--- src/sv/psp_pkg.sv ---
package psp_pkg;

  // Character classes decided by the front end
  typedef enum logic [2:0] {
    CC_CARET = 3'd0,
    CC_STAR  = 3'd1,
    CC_DASH  = 3'd2,
    CC_SLASH = 3'd3,
    CC_AT    = 3'd4,
    CC_FLAG  = 3'd5,
    CC_DIGIT = 3'd6,
    CC_OTHER = 3'd7
  } chr_cls_t;

  // Result status codes
  typedef enum logic [3:0] {
    ST_OK         = 4'd0,
    ST_BAD_MOD    = 4'd1,
    ST_UNEXP_CHR  = 4'd2,
    ST_NO_NUMBER  = 4'd3,
    ST_RING_RANGE = 4'd4,
    ST_BAD_FLAG   = 4'd5,
    ST_BAD_MEMID  = 4'd6,
    ST_MEMID_CONF = 4'd7,
    ST_EMPTY_MEM  = 4'd8,
    ST_EARLY_END  = 4'd9
  } status_t;

  // Register modes
  localparam logic [2:0] MODE_ALL_NIC  = 3'd0;
  localparam logic [2:0] MODE_SW       = 3'd1;
  localparam logic [2:0] MODE_NIC_SW   = 3'd2;
  localparam logic [2:0] MODE_ONE_NIC  = 3'd3;
  localparam logic [2:0] MODE_ONE_SW   = 3'd4;

  // Decimal accumulator limits
  localparam logic [16:0] ACC_CAP     = 17'd131071;
  localparam logic [16:0] ACC_MUL_LIM = 17'((131071 - 9) / 10);

  // Classified character, front to back
  typedef struct packed {
    logic       end_mark;
    chr_cls_t   cls;
    logic [3:0] dval;
    logic [5:0] flag;
  } fe_item_t;

  // One result item
  typedef struct packed {
    status_t     status;
    logic [2:0]  reg_mode;
    logic [11:0] ring_index;
    logic [5:0]  flag_bits;
    logic [15:0] mem_id;
    logic [7:0]  consumed;
  } res_t;

endpackage

--- src/sv/port_register_suffix_parser_unit.sv ---
// Flow: a character enters the front-end queue and is parsed at its head by the
//   combinational back-end step; any result goes through the result queue to out_ ports.
// Throughput: one character per cycle while the result queue has room, set by the
//   combinational back-end parser step; two-entry queues on each side absorb stalls.
// Reset: synchronous, active low; empties both queues, returns the parser to the
//   start of a string and clears the preset memory id.
module port_register_suffix_parser_unit #(
  parameter int RING_LIMIT   = 4095,
  parameter int MAX_CONSUMED = 255
) (
  input  logic        clk,
  input  logic        rst_n,
  input  logic        cfg_we,
  input  logic [15:0] cfg_preset_mem_id,
  input  logic        in_push,
  output logic        in_full,
  input  logic [7:0]  in_ch,
  input  logic        in_end_mark,
  output logic        out_empty,
  input  logic        out_pop,
  output logic [3:0]  out_status,
  output logic [2:0]  out_reg_mode,
  output logic [11:0] out_ring_index,
  output logic [5:0]  out_flag_bits,
  output logic [15:0] out_mem_id,
  output logic [7:0]  out_consumed
);

  logic              q_valid;
  logic              q_pop;
  psp_pkg::fe_item_t q_item;
  psp_pkg::res_t     out_res;

  psp_front u_front (
    .clk         (clk),
    .rst_n       (rst_n),
    .in_push     (in_push),
    .in_full     (in_full),
    .in_ch       (in_ch),
    .in_end_mark (in_end_mark),
    .q_valid     (q_valid),
    .q_item      (q_item),
    .q_pop       (q_pop)
  );

  psp_back #(
    .RING_LIMIT   (RING_LIMIT),
    .MAX_CONSUMED (MAX_CONSUMED)
  ) u_back (
    .clk               (clk),
    .rst_n             (rst_n),
    .cfg_we            (cfg_we),
    .cfg_preset_mem_id (cfg_preset_mem_id),
    .q_valid           (q_valid),
    .q_item            (q_item),
    .q_pop             (q_pop),
    .out_empty         (out_empty),
    .out_pop           (out_pop),
    .out_res           (out_res)
  );

  assign out_status     = out_res.status;
  assign out_reg_mode   = out_res.reg_mode;
  assign out_ring_index = out_res.ring_index;
  assign out_flag_bits  = out_res.flag_bits;
  assign out_mem_id     = out_res.mem_id;
  assign out_consumed   = out_res.consumed;

`ifndef SYNTHESIS
  // back end only takes from a nonempty internal queue
  a_pop_valid: assert property (@(posedge clk) disable iff (!rst_n)
    q_pop |-> q_valid)
    else $error("internal queue popped while empty");

  // result queue comes out of reset empty
  a_rst_empty: assert property (@(posedge clk) disable iff (!rst_n)
    !$past(rst_n) |-> out_empty)
    else $error("result queue not empty after reset");

  // a result only appears after the parser took a character
  a_res_cause: assert property (@(posedge clk) disable iff (!rst_n)
    $fell(out_empty) |-> $past(q_pop))
    else $error("result appeared with no parser step");
`endif

endmodule

--- src/sv/psp_front.sv ---
module psp_front (
  input  logic               clk,
  input  logic               rst_n,
  input  logic               in_push,
  output logic               in_full,
  input  logic [7:0]         in_ch,
  input  logic               in_end_mark,
  output logic               q_valid,
  output psp_pkg::fe_item_t  q_item,
  input  logic               q_pop
);

  psp_pkg::fe_item_t cls_item;
  psp_pkg::fe_item_t q_mem_r [2];
  logic              wptr_r, wptr_nxt;
  logic              rptr_r, rptr_nxt;
  logic [1:0]        cnt_r, cnt_nxt;
  logic              do_push;

  // Classify the incoming byte
  always_comb begin
    cls_item          = '0;
    cls_item.end_mark = in_end_mark;
    cls_item.dval     = 4'(in_ch - 8'h30);
    cls_item.cls      = psp_pkg::CC_OTHER;
    if (in_ch >= 8'h30 && in_ch <= 8'h39) begin
      cls_item.cls = psp_pkg::CC_DIGIT;
    end else begin
      unique case (in_ch)
        8'h5E: cls_item.cls = psp_pkg::CC_CARET;  // ^
        8'h2A: cls_item.cls = psp_pkg::CC_STAR;   // *
        8'h2D: cls_item.cls = psp_pkg::CC_DASH;   // -
        8'h2F: cls_item.cls = psp_pkg::CC_SLASH;  // /
        8'h40: cls_item.cls = psp_pkg::CC_AT;     // @
        8'h78: begin cls_item.cls = psp_pkg::CC_FLAG; cls_item.flag = 6'b000001; end
        8'h7A: begin cls_item.cls = psp_pkg::CC_FLAG; cls_item.flag = 6'b000010; end
        8'h74: begin cls_item.cls = psp_pkg::CC_FLAG; cls_item.flag = 6'b000100; end
        8'h72: begin cls_item.cls = psp_pkg::CC_FLAG; cls_item.flag = 6'b001000; end
        8'h52: begin cls_item.cls = psp_pkg::CC_FLAG; cls_item.flag = 6'b010000; end
        8'h54: begin cls_item.cls = psp_pkg::CC_FLAG; cls_item.flag = 6'b100000; end
        default: cls_item.cls = psp_pkg::CC_OTHER;
      endcase
    end
  end

  // Two-entry queue toward the parser
  assign in_full = (cnt_r == 2'd2);
  assign do_push = in_push && !in_full;
  assign q_valid = (cnt_r != 2'd0);
  assign q_item  = q_mem_r[rptr_r];

  always_comb begin
    wptr_nxt = wptr_r ^ do_push;
    rptr_nxt = rptr_r ^ q_pop;
    cnt_nxt  = cnt_r + {1'b0, do_push} - {1'b0, q_pop};
  end

  always_ff @(posedge clk) begin
    if (do_push) begin
      q_mem_r[wptr_r] <= cls_item;
    end
  end

  always_ff @(posedge clk) begin
    if (!rst_n) begin
      wptr_r <= 1'b0;
      rptr_r <= 1'b0;
      cnt_r  <= 2'd0;
    end else begin
      wptr_r <= wptr_nxt;
      rptr_r <= rptr_nxt;
      cnt_r  <= cnt_nxt;
    end
  end

endmodule

--- src/sv/psp_back.sv ---
module psp_back #(
  parameter int RING_LIMIT   = 4095,
  parameter int MAX_CONSUMED = 255
) (
  input  logic               clk,
  input  logic               rst_n,
  input  logic               cfg_we,
  input  logic [15:0]        cfg_preset_mem_id,
  input  logic               q_valid,
  input  psp_pkg::fe_item_t  q_item,
  output logic               q_pop,
  output logic               out_empty,
  input  logic               out_pop,
  output psp_pkg::res_t      out_res
);

  localparam int PW = $clog2(MAX_CONSUMED + 2);
  localparam int CW = (PW > 8) ? PW : 8;

  typedef enum logic [6:0] {
    PH_START   = 7'b0000001,
    PH_SFXOK   = 7'b0000010,
    PH_GETNUM  = 7'b0000100,
    PH_FLAGS   = 7'b0001000,
    PH_FLAGSOK = 7'b0010000,
    PH_MEMID   = 7'b0100000,
    PH_ONESW   = 7'b1000000
  } phase_t;

  phase_t           phase_r, phase_nxt;
  logic [2:0]       mode_r, mode_nxt;
  logic [11:0]      ring_r, ring_nxt;
  logic [5:0]       flags_r, flags_nxt;
  logic [15:0]      memid_r, memid_nxt;
  logic [16:0]      acc_r, acc_nxt;
  logic             dseen_r, dseen_nxt;
  logic [PW-1:0]    pos_r, pos_nxt;
  logic             fin_r, fin_nxt;
  logic [15:0]      preset_r;

  logic             proc;
  logic             is_dig;
  logic             emit;
  logic             clear;
  logic             go;
  psp_pkg::status_t st;
  logic [PW-1:0]    cnt;
  logic [15:0]      memid_eff;
  logic [16:0]      acc_add;
  logic [PW-1:0]    pos_inc;
  logic [PW-1:0]    pos_esc;
  psp_pkg::status_t cls_st;
  logic [CW-1:0]    cnt_ext;
  logic [CW-1:0]    cnt_sat;
  psp_pkg::res_t    res;

  psp_pkg::res_t    oq_mem_r [2];
  logic             owptr_r, orptr_r;
  logic [1:0]       ocnt_r, ocnt_nxt;

  // Step handshake with both queues
  assign proc   = q_valid && (ocnt_r != 2'd2);
  assign q_pop  = proc;
  assign is_dig = (q_item.cls == psp_pkg::CC_DIGIT);

  // Memory id seen by the first step of a string is the preset
  assign memid_eff = (phase_r == PH_START) ? preset_r : memid_r;

  // Decimal accumulate, saturating
  assign acc_add = (acc_r > psp_pkg::ACC_MUL_LIM) ? psp_pkg::ACC_CAP :
                   (acc_r << 3) + (acc_r << 1) + 17'(q_item.dval);

  assign pos_inc = (pos_r <= PW'(MAX_CONSUMED)) ? pos_r + PW'(1) : pos_r;
  assign pos_esc = (pos_r != '0) ? pos_r - PW'(1) : '0;

  // Number check when a digit run closes
  always_comb begin
    cls_st = psp_pkg::ST_OK;
    if (phase_r == PH_GETNUM) begin
      if (acc_r >= 17'(RING_LIMIT)) cls_st = psp_pkg::ST_RING_RANGE;
    end else begin
      if (acc_r == 17'd0 || acc_r[16]) begin
        cls_st = psp_pkg::ST_BAD_MEMID;
      end else if (memid_eff != 16'd0 && memid_eff != acc_r[15:0]) begin
        cls_st = psp_pkg::ST_MEMID_CONF;
      end
    end
  end

  // Parser step
  always_comb begin
    phase_nxt = phase_r;
    mode_nxt  = mode_r;
    ring_nxt  = ring_r;
    flags_nxt = flags_r;
    memid_nxt = memid_eff;
    acc_nxt   = acc_r;
    dseen_nxt = dseen_r;
    pos_nxt   = pos_r;
    fin_nxt   = fin_r;
    emit      = 1'b0;
    clear     = 1'b0;
    go        = 1'b0;
    st        = psp_pkg::ST_OK;
    cnt       = pos_r;

    if (fin_r) begin
      clear = q_item.end_mark;
    end else if (q_item.end_mark) begin
      if (dseen_r) begin
        st        = cls_st;
        dseen_nxt = 1'b0;
        acc_nxt   = '0;
        if (cls_st == psp_pkg::ST_OK) begin
          if (phase_r == PH_GETNUM) ring_nxt = acc_r[11:0];
          else memid_nxt = acc_r[15:0];
          phase_nxt = PH_SFXOK;
        end
      end
      if (st == psp_pkg::ST_OK) begin
        if (phase_nxt == PH_MEMID) begin
          st = psp_pkg::ST_EMPTY_MEM;
        end else if (phase_nxt == PH_GETNUM || phase_nxt == PH_FLAGS) begin
          st = psp_pkg::ST_EARLY_END;
        end
      end
      emit  = 1'b1;
      clear = 1'b1;
    end else begin
      go = 1'b1;
      // digit run: extend it, or close it and fall through
      if (dseen_r) begin
        if (is_dig) begin
          acc_nxt = acc_add;
          pos_nxt = pos_inc;
          go      = 1'b0;
        end else begin
          dseen_nxt = 1'b0;
          acc_nxt   = '0;
          if (cls_st != psp_pkg::ST_OK) begin
            st      = cls_st;
            fin_nxt = 1'b1;
            emit    = 1'b1;
            go      = 1'b0;
          end else begin
            if (phase_r == PH_GETNUM) ring_nxt = acc_r[11:0];
            else memid_nxt = acc_r[15:0];
            phase_nxt = PH_SFXOK;
          end
        end
      end

      if (go) begin
        // after '^' a digit selects one software ring
        if (phase_nxt == PH_ONESW) begin
          if (is_dig) begin
            mode_nxt  = psp_pkg::MODE_ONE_SW;
            phase_nxt = PH_GETNUM;
          end else begin
            phase_nxt = PH_SFXOK;
          end
        end

        unique case (phase_nxt)
          PH_START: begin
            pos_nxt = pos_inc;
            unique case (q_item.cls)
              psp_pkg::CC_CARET: begin
                mode_nxt  = psp_pkg::MODE_SW;
                phase_nxt = PH_ONESW;
              end
              psp_pkg::CC_STAR: begin
                mode_nxt  = psp_pkg::MODE_NIC_SW;
                phase_nxt = PH_SFXOK;
              end
              psp_pkg::CC_DASH: begin
                mode_nxt  = psp_pkg::MODE_ONE_NIC;
                phase_nxt = PH_GETNUM;
              end
              psp_pkg::CC_SLASH: phase_nxt = PH_FLAGS;
              psp_pkg::CC_AT:    phase_nxt = PH_MEMID;
              default: begin
                pos_nxt = pos_r;
                st      = psp_pkg::ST_BAD_MOD;
                fin_nxt = 1'b1;
                emit    = 1'b1;
              end
            endcase
          end
          PH_SFXOK: begin
            pos_nxt = pos_inc;
            unique case (q_item.cls)
              psp_pkg::CC_SLASH: phase_nxt = PH_FLAGS;
              psp_pkg::CC_AT:    phase_nxt = PH_MEMID;
              default: begin
                pos_nxt = pos_r;
                st      = psp_pkg::ST_UNEXP_CHR;
                fin_nxt = 1'b1;
                emit    = 1'b1;
              end
            endcase
          end
          PH_GETNUM: begin
            if (is_dig) begin
              acc_nxt   = 17'(q_item.dval);
              dseen_nxt = 1'b1;
              pos_nxt   = pos_inc;
            end else begin
              st      = psp_pkg::ST_NO_NUMBER;
              fin_nxt = 1'b1;
              emit    = 1'b1;
            end
          end
          PH_FLAGS, PH_FLAGSOK: begin
            if (q_item.cls == psp_pkg::CC_AT) begin
              phase_nxt = PH_MEMID;
              pos_nxt   = pos_inc;
            end else if (q_item.cls == psp_pkg::CC_FLAG) begin
              flags_nxt = flags_r | q_item.flag;
              phase_nxt = PH_FLAGSOK;
              pos_nxt   = pos_inc;
            end else begin
              st      = psp_pkg::ST_BAD_FLAG;
              fin_nxt = 1'b1;
              emit    = 1'b1;
            end
          end
          PH_MEMID: begin
            if (is_dig) begin
              acc_nxt   = 17'(q_item.dval);
              dseen_nxt = 1'b1;
              pos_nxt   = pos_inc;
            end else begin
              // escape to options: success, count stops at the '@'
              cnt     = pos_esc;
              fin_nxt = 1'b1;
              emit    = 1'b1;
            end
          end
          default: begin
            st      = psp_pkg::ST_UNEXP_CHR;
            fin_nxt = 1'b1;
            emit    = 1'b1;
          end
        endcase
      end
    end
  end

  // Result assembly
  assign cnt_ext = CW'(cnt);
  assign cnt_sat = (cnt_ext > CW'(MAX_CONSUMED)) ? CW'(MAX_CONSUMED) : cnt_ext;

  always_comb begin
    res          = '0;
    res.status   = st;
    res.consumed = cnt_sat[7:0];
    if (st == psp_pkg::ST_OK) begin
      res.reg_mode   = mode_nxt;
      res.ring_index = ring_nxt;
      res.flag_bits  = flags_nxt;
      res.mem_id     = memid_nxt;
    end
  end

  // Parser state
  always_ff @(posedge clk) begin
    if (!rst_n) begin
      phase_r <= PH_START;
      mode_r  <= psp_pkg::MODE_ALL_NIC;
      ring_r  <= '0;
      flags_r <= '0;
      memid_r <= '0;
      acc_r   <= '0;
      dseen_r <= 1'b0;
      pos_r   <= '0;
      fin_r   <= 1'b0;
    end else if (proc) begin
      if (clear) begin
        phase_r <= PH_START;
        mode_r  <= psp_pkg::MODE_ALL_NIC;
        ring_r  <= '0;
        flags_r <= '0;
        memid_r <= '0;
        acc_r   <= '0;
        dseen_r <= 1'b0;
        pos_r   <= '0;
        fin_r   <= 1'b0;
      end else begin
        phase_r <= phase_nxt;
        mode_r  <= mode_nxt;
        ring_r  <= ring_nxt;
        flags_r <= flags_nxt;
        memid_r <= memid_nxt;
        acc_r   <= acc_nxt;
        dseen_r <= dseen_nxt;
        pos_r   <= pos_nxt;
        fin_r   <= fin_nxt;
      end
    end
  end

  // Preset memory id register
  always_ff @(posedge clk) begin
    if (!rst_n) begin
      preset_r <= '0;
    end else if (cfg_we) begin
      preset_r <= cfg_preset_mem_id;
    end
  end

  // Two-entry result queue
  assign out_empty = (ocnt_r == 2'd0);
  assign out_res   = oq_mem_r[orptr_r];
  assign ocnt_nxt  = ocnt_r + {1'b0, proc && emit} - {1'b0, out_pop && !out_empty};

  always_ff @(posedge clk) begin
    if (proc && emit) begin
      oq_mem_r[owptr_r] <= res;
    end
  end

  always_ff @(posedge clk) begin
    if (!rst_n) begin
      owptr_r <= 1'b0;
      orptr_r <= 1'b0;
      ocnt_r  <= 2'd0;
    end else begin
      owptr_r <= owptr_r ^ (proc && emit);
      orptr_r <= orptr_r ^ (out_pop && !out_empty);
      ocnt_r  <= ocnt_nxt;
    end
  end

endmodule

--- config.mk ---
export PLATFORM = sky130hd
export DESIGN_NAME = port_register_suffix_parser_unit
export DESIGN_NICKNAME = d
export VERILOG_FILES = /design/src/sv/psp_pkg.sv /design/src/sv/port_register_suffix_parser_unit.sv /design/src/sv/psp_front.sv /design/src/sv/psp_back.sv
export SDC_FILE = /design/constraint.sdc
export NUM_CORES = 1
export LEC_CHECK = 0
export ABC_AREA = 1
export BUFFER_PORTS_ARGS = -buffer_cell sky130_fd_sc_hd__clkbuf_2
export CAP_MARGIN = 10
export CORE_ASPECT_RATIO = 1.25
export CORE_MARGIN = 1.5
export CORE_UTILIZATION = 35
export CTS_CLUSTER_DIAMETER = 50
export DETAILED_ROUTE_END_ITERATION = 6
export HOLD_SLACK_MARGIN = 0.06
export PLACE_DENSITY = 0.59
export SLEW_MARGIN = 20
export SYNTH_ARGS = -nofsm -noshare
export SYNTH_HDL_FRONTEND = slang
export SYNTH_SLANG_ARGS = --single-unit
--- constraint.sdc ---
create_clock -name clk -period 4.4 [get_ports clk]
set_clock_uncertainty 0.05 [all_clocks]
set_input_delay 0.66 -clock clk [delete_from_list [all_inputs] [get_ports clk]]
set_output_delay 0.66 -clock clk [all_outputs]
set_load 0.01 [all_outputs]
==> results.json <==
{
  "status": "finished with violations",
  "violations": "DRC",
  "clk_path_buf_depth": 3,
  "drive_gt1_share_pct": 19.0,
  "relSlewSlack_pct": 27.4,
  "ff2ff_setup_slack_ns": 0.18,
  "hold_depth": 1,
  "yosys-top-cells-area": "edfxtp_1 (28%), dfxtp_1 (14%), nand2_1 (11%)",
  "crit_cells": 31,
  "overflow": 0,
  "route.detailed.drc": 8,
  "core-area_sq_um": 38400,
  "worstPathArrival_ns": 4.46,
  "yosysTopAreaCellShare_pct": 27.6,
  "numCtsBuffers": 29,
  "worst_slack_ns": 0.176,
  "avgViaCountPerCell": 5.26,
  "row_count": 80,
  "synth_edf_count": 126,
  "total_power_mw": 10.3,
  "grt_pass1_wl_um": 64200,
  "first_pass_iters": 7,
  "clkLatencyLatePin_ns": 0.57,
  "ys_ff_latch": 224,
  "cts_root_buffer": "clkbuf_16",
  "hp-class": "input port to register",
  "nNetsFinal": 1953,
  "cp-start-kind": "register",
  "track_usage_pct": 19.7,
  "routabilityCongestion": 0.939,
  "ant_nets": 0,
  "setup_violations": 0,
  "utilization_pct": 42.1,
  "ys.flop_type": "edfxtp_1",
  "hpwlAfterDp_um": 29000,
  "synth-seq-area-share_pct": 41.9,
  "initial_core_util_pct": 35.7,
  "antenna_found_initial": 0,
  "design.die.area_sq_um": 40400,
  "worst-path-max-fanout": 10,
  "crit_top_cell": "nand2_1",
  "synth_top_family_by_area": "simple AND/OR/NAND/NOR gates",
  "synth_area_leader_cell": "edfxtp_1",
  "crit_type": "register to register",
  "synth_cells": 1785,
  "die_x_um": 180,
  "slew_viol_final": 0,
  "slowest_delay_ns": 0.34,
  "htree_levels": 1,
  "dp_slack_ns": 0.114,
  "slowest_stage": "dfxtp_1",
  "period_needed_ns": 4.22,
  "cts_sinks": 224,
  "clock.fmax_mhz": 237,
  "synth_compound_area_share_pct": 16.2,
  "worst_setup_path_end_kind": "register",
  "final-hold-violation-count": 0,
  "cts_tree": "built",
  "vias": 12600,
  "ios": 81,
  "worstReg2RegEnd": "u_back.oq_mem_r[0][14]",
  "synth_area_sq_um": 13700,
  "synth_cell_types": 54,
  "powerDensity_nw_per_um2": 639,
  "drt-total-wl_um": 41300,
  "avgSynthCellArea_sq_um": 7.69,
  "synth_xor_area_share_pct": 1.28,
  "r2r_cells": 31,
  "cp_top_family": "simple AND/OR/NAND/NOR gates",
  "diodes": 0,
  "synth_mux_area_share_pct": 4.24,
  "place.port_buffers": 80,
  "worstPathRequired_ns": 4.63,
  "setup_tns_ns": 0,
  "areaGrowthSynthToFinish_pct": 18.0,
  "cp_num_buf_inv": 5,
  "synthAdderAreaFrac_pct": 3.76,
  "grt_max_degree": 50,
  "cap_violations": 0,
  "yosysWarnings": 0,
  "ir_worst_vdd_mv": 0.282,
  "yosys.area_share.simple_pct": 25.0,
  "grt_pass1_vias": 11900,
  "die_h_um": 224,
  "post_drt_wl_per_cell_um": 17.2,
  "worstMarginPinSlew_ns": 1.09,
  "syn_nets": 1855,
  "cts.clk_slew.worst_paths_ns": 0.07,
  "crit_end": "u_back.oq_mem_r[0][14]",
  "period_share_pct": 96.0,
  "critPathLaunch": "u_back.phase_r[2]",
  "ys_async_sr_fraction_pct": 0,
  "drt_iter0_drc": 982,
  "r2r-start": "u_back.phase_r[2]",
  "p_leak_nw": 6.79
}
[where the power goes]
group / internal (mW) / switching (mW)
clock: 1.46 / 1.01
combinational: 1.78 / 2.88
sequential: 2.94 / 0.274
[metal layers]
metal / vias to the layer above / GRT usage [%] / wire, um
met5: - / 0 / 0
met4: 0 / 7.45 / 1090
met3: 60 / 2.33 / 2270
met2: 380 / 33.6 / 20000
met1: 5932 / 25.6 / 17900
li1: 6235 / - / -
[cell families after synthesis]
group           after synthesis
fa+ha+maj                    40
xor+xnor                     20
simple gates                793
mux                          52
buf+inv                     268
flops                       224
compound gates              388
[sequential cells by signal, indices dropped and copies added, names as in the netlist, 2 cells and up, named ones only]
name / flops
u_back.oq_mem_r: 98
u_front.q_mem_r: 28
u_back.acc_r: 17
u_back.memid_r: 16
u_back.preset_r: 16
u_back.ring_r: 12
u_back.pos_r: 9
u_back.phase_r: 7
u_back.flags_r: 6
u_back.mode_r: 3
u_back.ocnt_r: 2
u_front.cnt_r: 2
[how the worst min path moves through the flow]
stage,from,to
4_1_cts,in_end_mark,u_front.q_mem_r[0][13]
3_5_place_dp,u_back.flags_r[0],u_back.flags_r[0]
3_3_place_gp,u_back.flags_r[3],u_back.flags_r[3]
6_report,in_end_mark,u_front.q_mem_r[0][13]
2_1_floorplan,u_back.preset_r[15],u_back.preset_r[15]
5_1_grt,in_end_mark,u_front.q_mem_r[0][13]
[synth_stat cells, types with 2 or more instances]
master	instances
nand3_1	104
o21ai_1	3
a22oi_1	17
o211ai_1	23
mux2_2	49
or2_2	10
o22ai_1	9
buf_6	3
clkinv_1	3
inv_2	8
fa_1	2
dfxtp_1	98
nor2_1	160
nor4_1	6
nand3_2	2
nand3_4	2
a21oi_1	145
ha_1	38
a2bb2oi_1	22
nand4_1	9
o21bai_1	2
clkbuf_1	61
mux2i_1	3
inv_1	176
buf_4	3
xor2_1	19
nor2_2	35
o21a_1	3
nand2_2	27
buf_2	7
nor3_1	18
a211oi_1	7
edfxtp_1	126
o21ai_0	133
buf_1	7
a31oi_1	14
nand2_1	414
[timing repair]
item                       4_1_cts  5_1_grt
buffers inserted                 0        5
hold buffers                     0        0
gates resized for setup          0       37
setup endpoints to repair        0      123
[per-stage QoR]
| stage | hold slack, ns | area (sq um) | std cells |
|---|---|---|---|
| CTS | 0.221 | 15900 | 2385 |
| floorplan | 0.380 | 13700 | 1785 |
| global placement | 0.397 | 14900 | 2331 |
| finish | 0.239 | 16200 | 2398 |
| global route | 0.233 | 16200 | 2398 |
| detailed placement | 0.403 | 14900 | 2331 |
[final cells by class]
type / instances / area, sq um
fill: 3915 / 22200
sequential: 224 / 5750
timing repair buffer: 148 / 1060
clock inverter: 20 / 255
inverter: 187 / 702
tap: 492 / 616
multi-input combinational: 1293 / 7040
clock buffer: 34 / 764
[cells in the final DEF (no fill, tap or decap), types with 4 or more instances in the layout]
cell type / n
nand2_1: 407
inv_1: 173
nor2_1: 158
a21oi_1: 144
o21ai_0: 132
edfxtp_1: 126
nand3_1: 102
dfxtp_1: 94
clkbuf_2: 80
buf_4: 53
mux2_2: 49
nor2_2: 35
ha_1: 35
clkbuf_16: 33
nand2_2: 30
o211ai_1: 23
a2bb2oi_1: 22
xor2_1: 19
nor3_1: 18
a22oi_1: 17
a31oi_1: 14
inv_2: 11
or2_2: 10
nand4_1: 9
o22ai_1: 8
a211oi_1: 7
nor4_1: 6
clkinv_2: 6
nand2_4: 5
clkinv_8: 5
buf_6: 5
o21ai_1: 4
nand3_2: 4
[worst reg2reg max path: cells and delay by family, from the launching register on]
family	cells	cell delay (ns)
AND/OR/NAND/NOR	23	2.39
buffers and inverters	5	0.68
flip-flops	1	0.34
adder cells (fa/ha/maj)	1	0.26
AO/OA/AOI/OAI	2	0.20
(Power assumes the default switching activity.)
